$ cat config.mk
export PLATFORM = sky130hd
export DESIGN_NAME = pileup_base_tally
export DESIGN_NICKNAME = d
export VERILOG_FILES = /design/src/rtl/pbt_pkg.sv /design/src/rtl/pileup_base_tally.sv /design/src/rtl/pbt_classify.sv
export SDC_FILE = /design/constraint.sdc
export NUM_CORES = 1
export LEC_CHECK = 0
export BUFFER_PORTS_ARGS = -buffer_cell sky130_fd_sc_hd__buf_2
export CAP_MARGIN = 20
export CORE_MARGIN = 3
export CORE_UTILIZATION = 52
export DETAILED_ROUTE_END_ITERATION = 8
export GPL_ROUTABILITY_DRIVEN = 0
export PLACE_DENSITY = 0.77
export REMOVE_ABC_BUFFERS = 1
export SLEW_MARGIN = 25
export SYNTH_ARGS = -nofsm -noshare
export SYNTH_HDL_FRONTEND = slang
export SYNTH_HIERARCHICAL = 1
export SYNTH_SLANG_ARGS = --single-unit
$ cat constraint.sdc
create_clock -name aclk -period 9.3 [get_ports aclk]
set_clock_uncertainty 0.1 [all_clocks]
set_input_delay 0.93 -clock aclk [delete_from_list [all_inputs] [get_ports aclk]]
set_output_delay 0.93 -clock aclk [all_outputs]
set_load 0.01 [all_outputs]
$ cat src/rtl/pbt_pkg.sv
// ----------------------------------------------------------------------------
// pbt_pkg
// Shared constants and types of the pileup base tally block.
// ----------------------------------------------------------------------------
`default_nettype none

package pbt_pkg;

    localparam int COUNT_WIDTH_DEF = 16;
    localparam int OUT_W           = 16;
    localparam int NUM_TALLY       = 7;
    localparam int APB_ADDR_W      = 3;
    localparam int APB_DATA_W      = 32;

    localparam logic [OUT_W-1:0] OUT_MAX = 16'hFFFF;

    // Tally lanes.
    localparam int TALLY_A    = 0;
    localparam int TALLY_C    = 1;
    localparam int TALLY_G    = 2;
    localparam int TALLY_T    = 3;
    localparam int TALLY_N    = 4;
    localparam int TALLY_DEL  = 5;
    localparam int TALLY_SKIP = 6;

    // Register word index (paddr bit 2).
    localparam logic REG_MIN_QUALITY = 1'b0;
    localparam logic REG_QC_ENABLE   = 1'b1;

    // Base symbols.
    localparam logic [7:0] CHAR_A_UC  = 8'h41;
    localparam logic [7:0] CHAR_A_LC  = 8'h61;
    localparam logic [7:0] CHAR_C_UC  = 8'h43;
    localparam logic [7:0] CHAR_C_LC  = 8'h63;
    localparam logic [7:0] CHAR_G_UC  = 8'h47;
    localparam logic [7:0] CHAR_G_LC  = 8'h67;
    localparam logic [7:0] CHAR_T_UC  = 8'h54;
    localparam logic [7:0] CHAR_T_LC  = 8'h74;
    localparam logic [7:0] CHAR_N_UC  = 8'h4E;
    localparam logic [7:0] CHAR_N_LC  = 8'h6E;
    localparam logic [7:0] CHAR_STAR  = 8'h2A;
    localparam logic [7:0] CHAR_HASH  = 8'h23;
    localparam logic [7:0] CHAR_LESS  = 8'h3C;
    localparam logic [7:0] CHAR_MORE  = 8'h3E;

    typedef enum logic [1:0] {
        STATUS_OK           = 2'd0,
        STATUS_BAD_CHAR     = 2'd1,
        STATUS_COV_MISMATCH = 2'd2
    } status_t;

    typedef struct packed {
        logic [NUM_TALLY-1:0] inc;
        logic                 bad;
    } class_t;

endpackage

`default_nettype wire

$ cat src/rtl/pileup_base_tally.sv
// ----------------------------------------------------------------------------
// pileup_base_tally
// Counts the base symbols of one pileup sample and reports the tallies and a
// status on the item that closes the sample.
// ----------------------------------------------------------------------------
//  channel   direction  handshake          payload
//  s_        in         s_valid/s_ready    base_char, quality_score,
//                                          declared_coverage, last_base, no_base
//  m_        out        m_valid/m_ready    count_a..count_deletion, status
//  apb       in/out     psel/penable       min_quality, quality_check_enable
//
// One item is taken per cycle but for the stall below. Items are registered
// on entry; an item that does not close a sample is tallied in the following
// cycle, and a closing item loads the result register. Reset clears the
// tallies, the configuration and both valid flags. A closing item waits
// in the entry register while the result register is full and not taken.
// ----------------------------------------------------------------------------
`default_nettype none

module pileup_base_tally #(
    parameter int COUNT_WIDTH = pbt_pkg::COUNT_WIDTH_DEF
) (
    input  wire logic                              aclk,
    input  wire logic                              aresetn,

    input  wire logic                              s_valid,
    output logic                                   s_ready,
    input  wire logic [7:0]                        s_base_char,
    input  wire logic [7:0]                        s_quality_score,
    input  wire logic [15:0]                       s_declared_coverage,
    input  wire logic                              s_last_base,
    input  wire logic                              s_no_base,

    output logic                                   m_valid,
    input  wire logic                              m_ready,
    output logic [pbt_pkg::OUT_W-1:0]              m_count_a,
    output logic [pbt_pkg::OUT_W-1:0]              m_count_c,
    output logic [pbt_pkg::OUT_W-1:0]              m_count_g,
    output logic [pbt_pkg::OUT_W-1:0]              m_count_t,
    output logic [pbt_pkg::OUT_W-1:0]              m_count_n,
    output logic [pbt_pkg::OUT_W-1:0]              m_count_deletion,
    output logic [1:0]                             m_status,

    input  wire logic                              psel,
    input  wire logic                              penable,
    input  wire logic                              pwrite,
    input  wire logic [pbt_pkg::APB_ADDR_W-1:0]    paddr,
    input  wire logic [pbt_pkg::APB_DATA_W-1:0]    pwdata,
    output logic [pbt_pkg::APB_DATA_W-1:0]         prdata,
    output logic                                   pready
);
    import pbt_pkg::*;

    localparam int LEN_W = COUNT_WIDTH + 1;
    localparam int CMP_W = (LEN_W > OUT_W) ? LEN_W : OUT_W;

    logic [7:0]             min_quality_reg;
    logic                   qc_enable_reg;

    logic                   in_valid_reg;
    logic [7:0]             in_char_reg;
    logic [7:0]             in_quality_reg;
    logic [15:0]            in_cov_reg;
    logic                   in_last_reg;
    logic                   in_no_base_reg;

    logic [COUNT_WIDTH-1:0] tally_reg  [NUM_TALLY];
    logic [COUNT_WIDTH-1:0] tally_next [NUM_TALLY];
    logic [LEN_W-1:0]       length_reg;
    logic [LEN_W-1:0]       length_next;
    logic                   bad_reg;
    logic                   bad_next;

    logic                   out_valid_reg;
    logic [OUT_W-1:0]       out_count_reg [TALLY_DEL+1];
    logic [OUT_W-1:0]       out_count_next [TALLY_DEL+1];
    status_t                out_status_reg;
    status_t                status_next;

    class_t                 cls;
    logic                   consume;
    logic                   out_free;
    logic                   advance;
    logic                   no_real;
    logic                   one_mark;
    logic [NUM_TALLY-1:0]   inc;
    logic [CMP_W-1:0]       ext;

    // Configuration port.
    assign pready = 1'b1;

    always_ff @(posedge aclk) begin
        if (!aresetn) begin
            min_quality_reg <= '0;
            qc_enable_reg   <= 1'b0;
        end else if (psel && penable && pwrite) begin
            unique case (paddr[2])
                REG_MIN_QUALITY: min_quality_reg <= pwdata[7:0];
                REG_QC_ENABLE:   qc_enable_reg   <= pwdata[0];
                default:         min_quality_reg <= min_quality_reg;
            endcase
        end
    end

    always_comb begin
        prdata = '0;
        unique case (paddr[2])
            REG_MIN_QUALITY: prdata[7:0] = min_quality_reg;
            REG_QC_ENABLE:   prdata[0]   = qc_enable_reg;
            default:         prdata      = '0;
        endcase
    end

    // Flow control.
    assign out_free = !out_valid_reg || m_ready;
    assign advance  = in_valid_reg && (!in_last_reg || out_free);
    assign s_ready  = !in_valid_reg || advance;

    always_ff @(posedge aclk) begin
        if (!aresetn) begin
            in_valid_reg <= 1'b0;
        end else if (s_ready) begin
            in_valid_reg <= s_valid;
        end
    end

    always_ff @(posedge aclk) begin
        if (s_valid && s_ready) begin
            in_char_reg    <= s_base_char;
            in_quality_reg <= s_quality_score;
            in_cov_reg     <= s_declared_coverage;
            in_last_reg    <= s_last_base;
            in_no_base_reg <= s_no_base;
        end
    end

    pbt_classify u_classify (
        .base_char     (in_char_reg),
        .quality_score (in_quality_reg),
        .min_quality   (min_quality_reg),
        .qc_enable     (qc_enable_reg),
        .cls           (cls)
    );

    assign consume = !in_no_base_reg;
    assign inc     = consume ? cls.inc : '0;

    always_comb begin
        for (int i = 0; i < NUM_TALLY; i++) begin
            if (inc[i] && (tally_reg[i] != '1)) begin
                tally_next[i] = tally_reg[i] + 1'b1;
            end else begin
                tally_next[i] = tally_reg[i];
            end
        end
        if (consume && (length_reg != '1)) begin
            length_next = length_reg + 1'b1;
        end else begin
            length_next = length_reg;
        end
        bad_next = bad_reg || (consume && cls.bad);
    end

    // Status and clipped counts from the updated tallies.
    assign no_real = (tally_next[TALLY_A] == '0) && (tally_next[TALLY_C] == '0) &&
                     (tally_next[TALLY_G] == '0) && (tally_next[TALLY_T] == '0) &&
                     (tally_next[TALLY_N] == '0);
    assign one_mark =
        ((tally_next[TALLY_DEL] == COUNT_WIDTH'(1)) && (tally_next[TALLY_SKIP] == '0)) ||
        ((tally_next[TALLY_DEL] == '0) && (tally_next[TALLY_SKIP] == COUNT_WIDTH'(1)));

    always_comb begin
        priority if (bad_next) begin
            status_next = STATUS_BAD_CHAR;
        end else if ((CMP_W'(length_next) != CMP_W'(in_cov_reg)) &&
                     !(no_real && one_mark)) begin
            status_next = STATUS_COV_MISMATCH;
        end else begin
            status_next = STATUS_OK;
        end
    end

    always_comb begin
        ext = '0;
        for (int i = 0; i <= TALLY_DEL; i++) begin
            ext = CMP_W'(tally_next[i]);
            if (ext > CMP_W'(OUT_MAX)) begin
                out_count_next[i] = OUT_MAX;
            end else begin
                out_count_next[i] = ext[OUT_W-1:0];
            end
        end
    end

    always_ff @(posedge aclk) begin
        if (!aresetn) begin
            for (int i = 0; i < NUM_TALLY; i++) begin
                tally_reg[i] <= '0;
            end
            length_reg <= '0;
            bad_reg    <= 1'b0;
        end else if (advance) begin
            if (in_last_reg) begin
                for (int i = 0; i < NUM_TALLY; i++) begin
                    tally_reg[i] <= '0;
                end
                length_reg <= '0;
                bad_reg    <= 1'b0;
            end else begin
                for (int i = 0; i < NUM_TALLY; i++) begin
                    tally_reg[i] <= tally_next[i];
                end
                length_reg <= length_next;
                bad_reg    <= bad_next;
            end
        end
    end

    // Result register.
    always_ff @(posedge aclk) begin
        if (!aresetn) begin
            out_valid_reg <= 1'b0;
        end else if (advance && in_last_reg) begin
            out_valid_reg <= 1'b1;
        end else if (m_ready) begin
            out_valid_reg <= 1'b0;
        end
    end

    always_ff @(posedge aclk) begin
        if (advance && in_last_reg) begin
            for (int i = 0; i <= TALLY_DEL; i++) begin
                out_count_reg[i] <= out_count_next[i];
            end
            out_status_reg <= status_next;
        end
    end

    assign m_valid          = out_valid_reg;
    assign m_count_a        = out_count_reg[TALLY_A];
    assign m_count_c        = out_count_reg[TALLY_C];
    assign m_count_g        = out_count_reg[TALLY_G];
    assign m_count_t        = out_count_reg[TALLY_T];
    assign m_count_n        = out_count_reg[TALLY_N];
    assign m_count_deletion = out_count_reg[TALLY_DEL];
    assign m_status         = out_status_reg;

endmodule

`default_nettype wire

$ cat src/rtl/pbt_classify.sv
// ----------------------------------------------------------------------------
// pbt_classify
// Decodes one base symbol into the lane it bumps, the invalid flag or neither.
// ----------------------------------------------------------------------------
`default_nettype none

module pbt_classify (
    input  wire logic [7:0]     base_char,
    input  wire logic [7:0]     quality_score,
    input  wire logic [7:0]     min_quality,
    input  wire logic           qc_enable,
    output pbt_pkg::class_t     cls
);
    import pbt_pkg::*;

    logic skip;

    assign skip = qc_enable && (quality_score < min_quality);

    always_comb begin
        cls = '0;
        if (skip) begin
            cls.inc[TALLY_SKIP] = 1'b1;
        end else begin
            unique case (base_char)
                CHAR_A_UC, CHAR_A_LC: cls.inc[TALLY_A]   = 1'b1;
                CHAR_C_UC, CHAR_C_LC: cls.inc[TALLY_C]   = 1'b1;
                CHAR_G_UC, CHAR_G_LC: cls.inc[TALLY_G]   = 1'b1;
                CHAR_T_UC, CHAR_T_LC: cls.inc[TALLY_T]   = 1'b1;
                CHAR_N_UC, CHAR_N_LC: cls.inc[TALLY_N]   = 1'b1;
                CHAR_STAR, CHAR_HASH: cls.inc[TALLY_DEL] = 1'b1;
                CHAR_LESS, CHAR_MORE: cls.bad            = 1'b0;
                default:              cls.bad            = 1'b1;
            endcase
        end
    end

endmodule

`default_nettype wire

==> flow_metrics.env <==
export IMPL_status="completed"
export IMPL_die_area_mm2=0.02888
export IMPL_io_buffers=157
export IMPL_worst_ep_required_time_ps=9480
export IMPL_antenna_found_initial=0
export IMPL_yosysTopAreaCell="edfxtp_1"
export IMPL_fillers=2098
export IMPL_slew_violations=0
export IMPL_fmax_mhz=189.4
export IMPL_r2r_cells=14
export IMPL_core_rowCount=59
export IMPL_synth_top_flop_cell="edfxtp_1"
export IMPL_drt_iter0_drc=775
export IMPL_r2r_end="m_status[1]"
export IMPL_tns_ps=0
export IMPL_grt_pass1_wl_mm=49.69
export IMPL_crit_end="m_status[1]"
export IMPL_reg2reg_slack_ps=4020
export IMPL_postCtsResizedCells=0
export IMPL_area_growth_pct=13.78
export IMPL_diodes=0
export IMPL_overflow=0
export IMPL_rsz0062_at_grt="no"
export IMPL_path_cells="inv_1 -> ha_1 -> a211oi_1 -> o21ai_0 -> a21oi_2 -> nor4_1 -> nand2b_1 -> or3_1 -> or4_1 -> xnor2_1 -> nand4b_1 -> or4_1 -> nor4_2 -> a21oi_1"
export IMPL_timing_final_ws_setup_ps=4021
export IMPL_slowest_stage="nor4_1"
export IMPL_power_density_mw_per_mm2=168.9
export IMPL_start_util_pct=53.33
export IMPL_ant_nets=0
export IMPL_cts_buffers=29
export IMPL_yosys_warnings=6
export IMPL_hpwl_mm=22.94
export IMPL_drt_total_wl_mm=31.74
export IMPL_largest_reg_flops=112
export IMPL_p_leak_nw=5.803
export IMPL_cts_hold_buf=0
export IMPL_hold_ws_ps=376.6
export IMPL_synth_edf_count=228
export IMPL_drc=0
export IMPL_maxSlewHeadroom_pct=31.26
export IMPL_fin_crit_sh_pct=56.77
export IMPL_synth_top_cells_by_area="edfxtp_1 (49%), dfxtp_1 (6.4%), xnor2_1 (4.4%), and2_1 (2.9%), nand2_1 (2.9%)"
export IMPL_detailedPlace_worstSlack_ps=4093
export IMPL_hold_path_class="reg -> reg"
export IMPL_cts_sinks=273
export IMPL_worstMarginPinSlew_ps=1018
export IMPL_critical_path_max_fanout=9
export IMPL_cap_viol_max_count=0
export IMPL_io_pins=209
export IMPL_grt_use_total_pct=21.30
export IMPL_critical_path_max_stage_delay_ps=880
export IMPL_grt_max_degree=77
export IMPL_synthCells=1271
export IMPL_nets=1512
export IMPL_ys_async_sr_fraction_pct=0
export IMPL_ctsRootBufferMaster="clkbuf_16"
export IMPL_startpoint="min_quality_reg[5]"
export IMPL_grt_pass1_vias=9669
export IMPL_tritoncts="built"
export IMPL_clk_pin_slew_ps=60
export IMPL_syn_area_mm2=0.01397
export IMPL_coreArea_mm2=0.02621
export IMPL_viasPerCell=5.766
export IMPL_h_tree_depth=1
export IMPL_postCtsSetupBuffers=0
export IMPL_vdd_ir_drop_max_uv=147.3
export IMPL_timing_worst_setup_path_type="reg -> reg"
export IMPL_yosysSeqAreaShare_pct=55.44
export IMPL_setup_viol=0
export IMPL_end_kind="flip-flop"
export IMPL_final_layout_size_suffix_gt1_share_pct=17.68
export IMPL_via_count=10250
export IMPL_synth_seq_cells=273
export IMPL_die_y_um=169.9
export IMPL_worstSkewPairLatency_ps=550
export IMPL_die_w_um=169.9
export IMPL_yosysUniqueCellTypes=81
export IMPL_min_period_ps=5279
export IMPL_crit_top_cell="or4_1"
export IMPL_post_synth_top_count_cell="edfxtp_1"
export IMPL_ys_top_cells_by_count="edfxtp_1 (228), nand2_1 (107), nor2_1 (95)"
export IMPL_wl_per_cell_um=17.86
export IMPL_cts_buffer_depth=3
export IMPL_postSynthAreaPerCell_um2=11.00
export IMPL_arrival_ps=5460
export IMPL_hold_viol_final=0
export IMPL_r2r_start="min_quality_reg[5]"
export IMPL_drt_pass1_iterations=5
export IMPL_yosysTopAreaCellShare_pct=48.99
export IMPL_critPathLaunchType="flip-flop"
area by class of cell:
cell class | count | area (µm²) | area share [%]
clock buffer | 37 | 765.7 | 4.816
tap | 335 | 419.2 | 2.636
clock inverter | 16 | 131.4 | 0.8263
multi-input combinational | 904 | 5798 | 36.47
inverter | 48 | 180.2 | 1.133
sequential | 273 | 7747 | 48.73
timing repair buffer | 164 | 858.3 | 5.398
placed cells by master, fill, tap and decap left out, types with 6 or more instances in the layout:
master | Yosys | layout
nor3b_1 | 7 | 7
edfxtp_1 | 228 | 228
and4_1 | 13 | 13
o21ai_0 | 40 | 40
nor2b_1 | 21 | 21
dfxtp_1 | 45 | 45
inv_1 | 48 | 47
or2_2 | 8 | 8
or4_1 | 9 | 9
buf_2 | 6 | 157
nand3_1 | 49 | 49
or3_1 | 16 | 16
and3_1 | 21 | 21
mux2_2 | 12 | 12
clkbuf_1 | 32 | 7
nand2b_1 | 11 | 11
a21oi_1 | 25 | 25
nor4b_1 | 6 | 6
buf_4 | 26 | 6
mux2i_1 | 18 | 18
a31oi_1 | 12 | 11
clkinv_2 | 0 | 8
nand4b_1 | 6 | 6
nor2_1 | 95 | 94
a21boi_0 | 11 | 11
conb_1 | 2 | 25
nand4_1 | 49 | 49
nor3_1 | 41 | 41
ha_1 | 16 | 16
xor2_1 | 41 | 41
o31ai_1 | 8 | 8
nor4_1 | 30 | 30
xnor2_1 | 71 | 71
nand2_1 | 107 | 106
clkbuf_16 | 0 | 29
a211oi_1 | 6 | 6
and2_1 | 65 | 64
critical path: cells and delay by family (launching register included):
kind                     cells  cell delay, ps
AO/OA/AOI/OAI                4             540
XOR/XNOR                     1             180
AND/OR/NAND/NOR              7            3480
flip-flops                   1             360
buffers and inverters        1              60
adder cells (fa/ha/maj)      1             310
through the flow:
stage | power, mW | cell area, µm² | std cells | utilization (%)
floorplan | 1.541 | 13700 | 1225 | -
global placement | 1.606 | 14970 | 1723 | 57.13
detailed placement | 1.614 | 14980 | 1723 | 57.14
CTS | 2.707 | 15870 | 1776 | 60.57
global route | 2.778 | 15900 | 1777 | 60.67
finish | 2.686 | 15900 | 1777 | 60.67
how the worst min path moves through the flow:
| stage | from | slack (ps) | cells past startpoint | end |
|---|---|---|---|---|
| after floorplan | min_quality_reg[0] | 350 | 2 | min_quality_reg[0] |
| after global placement | min_quality_reg[1] | 370 | 2 | min_quality_reg[1] |
| after detailed placement | min_quality_reg[2] | 370 | 2 | min_quality_reg[2] |
| after CTS | min_quality_reg[2] | 380 | 2 | min_quality_reg[2] |
| after global routing | min_quality_reg[7] | 410 | 2 | min_quality_reg[7] |
| final | min_quality_reg[2] | 380 | 2 | min_quality_reg[2] |
routing by layer:
layer	wire [µm]	GRT usage (%)	part of all wire, %	vias up
met5	0	0	0	-
met3	2134	3.415	6.7	70
met4	1079	7.443	3.4	0
met2	14480	34.86	46	384
met1	14050	29.10	44	4856
li1	-	-	-	4937
report_power, final:
group	leakage, nW	internal, mW	switching (mW)	total (mW)
logic	2.73	0.0632	0.107	0.170
registers	2.63	1.38	0.0424	1.42
clock network	0.443	0.634	0.461	1.10
kinds of logic (layout without fill, tap and decap cells):
| kind of cell | after synthesis | in the layout | share of synthesized area [%] |
|---|---|---|---|
| simple gates | 578 | 578 | 22.76 |
| buf+inv | 117 | 265 | 3.904 |
| mux | 30 | 30 | 2.256 |
| other cells | 2 | 25 | 0.05374 |
| flops | 273 | 273 | 55.44 |
| compound gates | 141 | 141 | 6.849 |
| xor+xnor | 114 | 114 | 7.306 |
| fa+ha+maj | 16 | 16 | 1.433 |
Power figures use the tool's default switching activity.
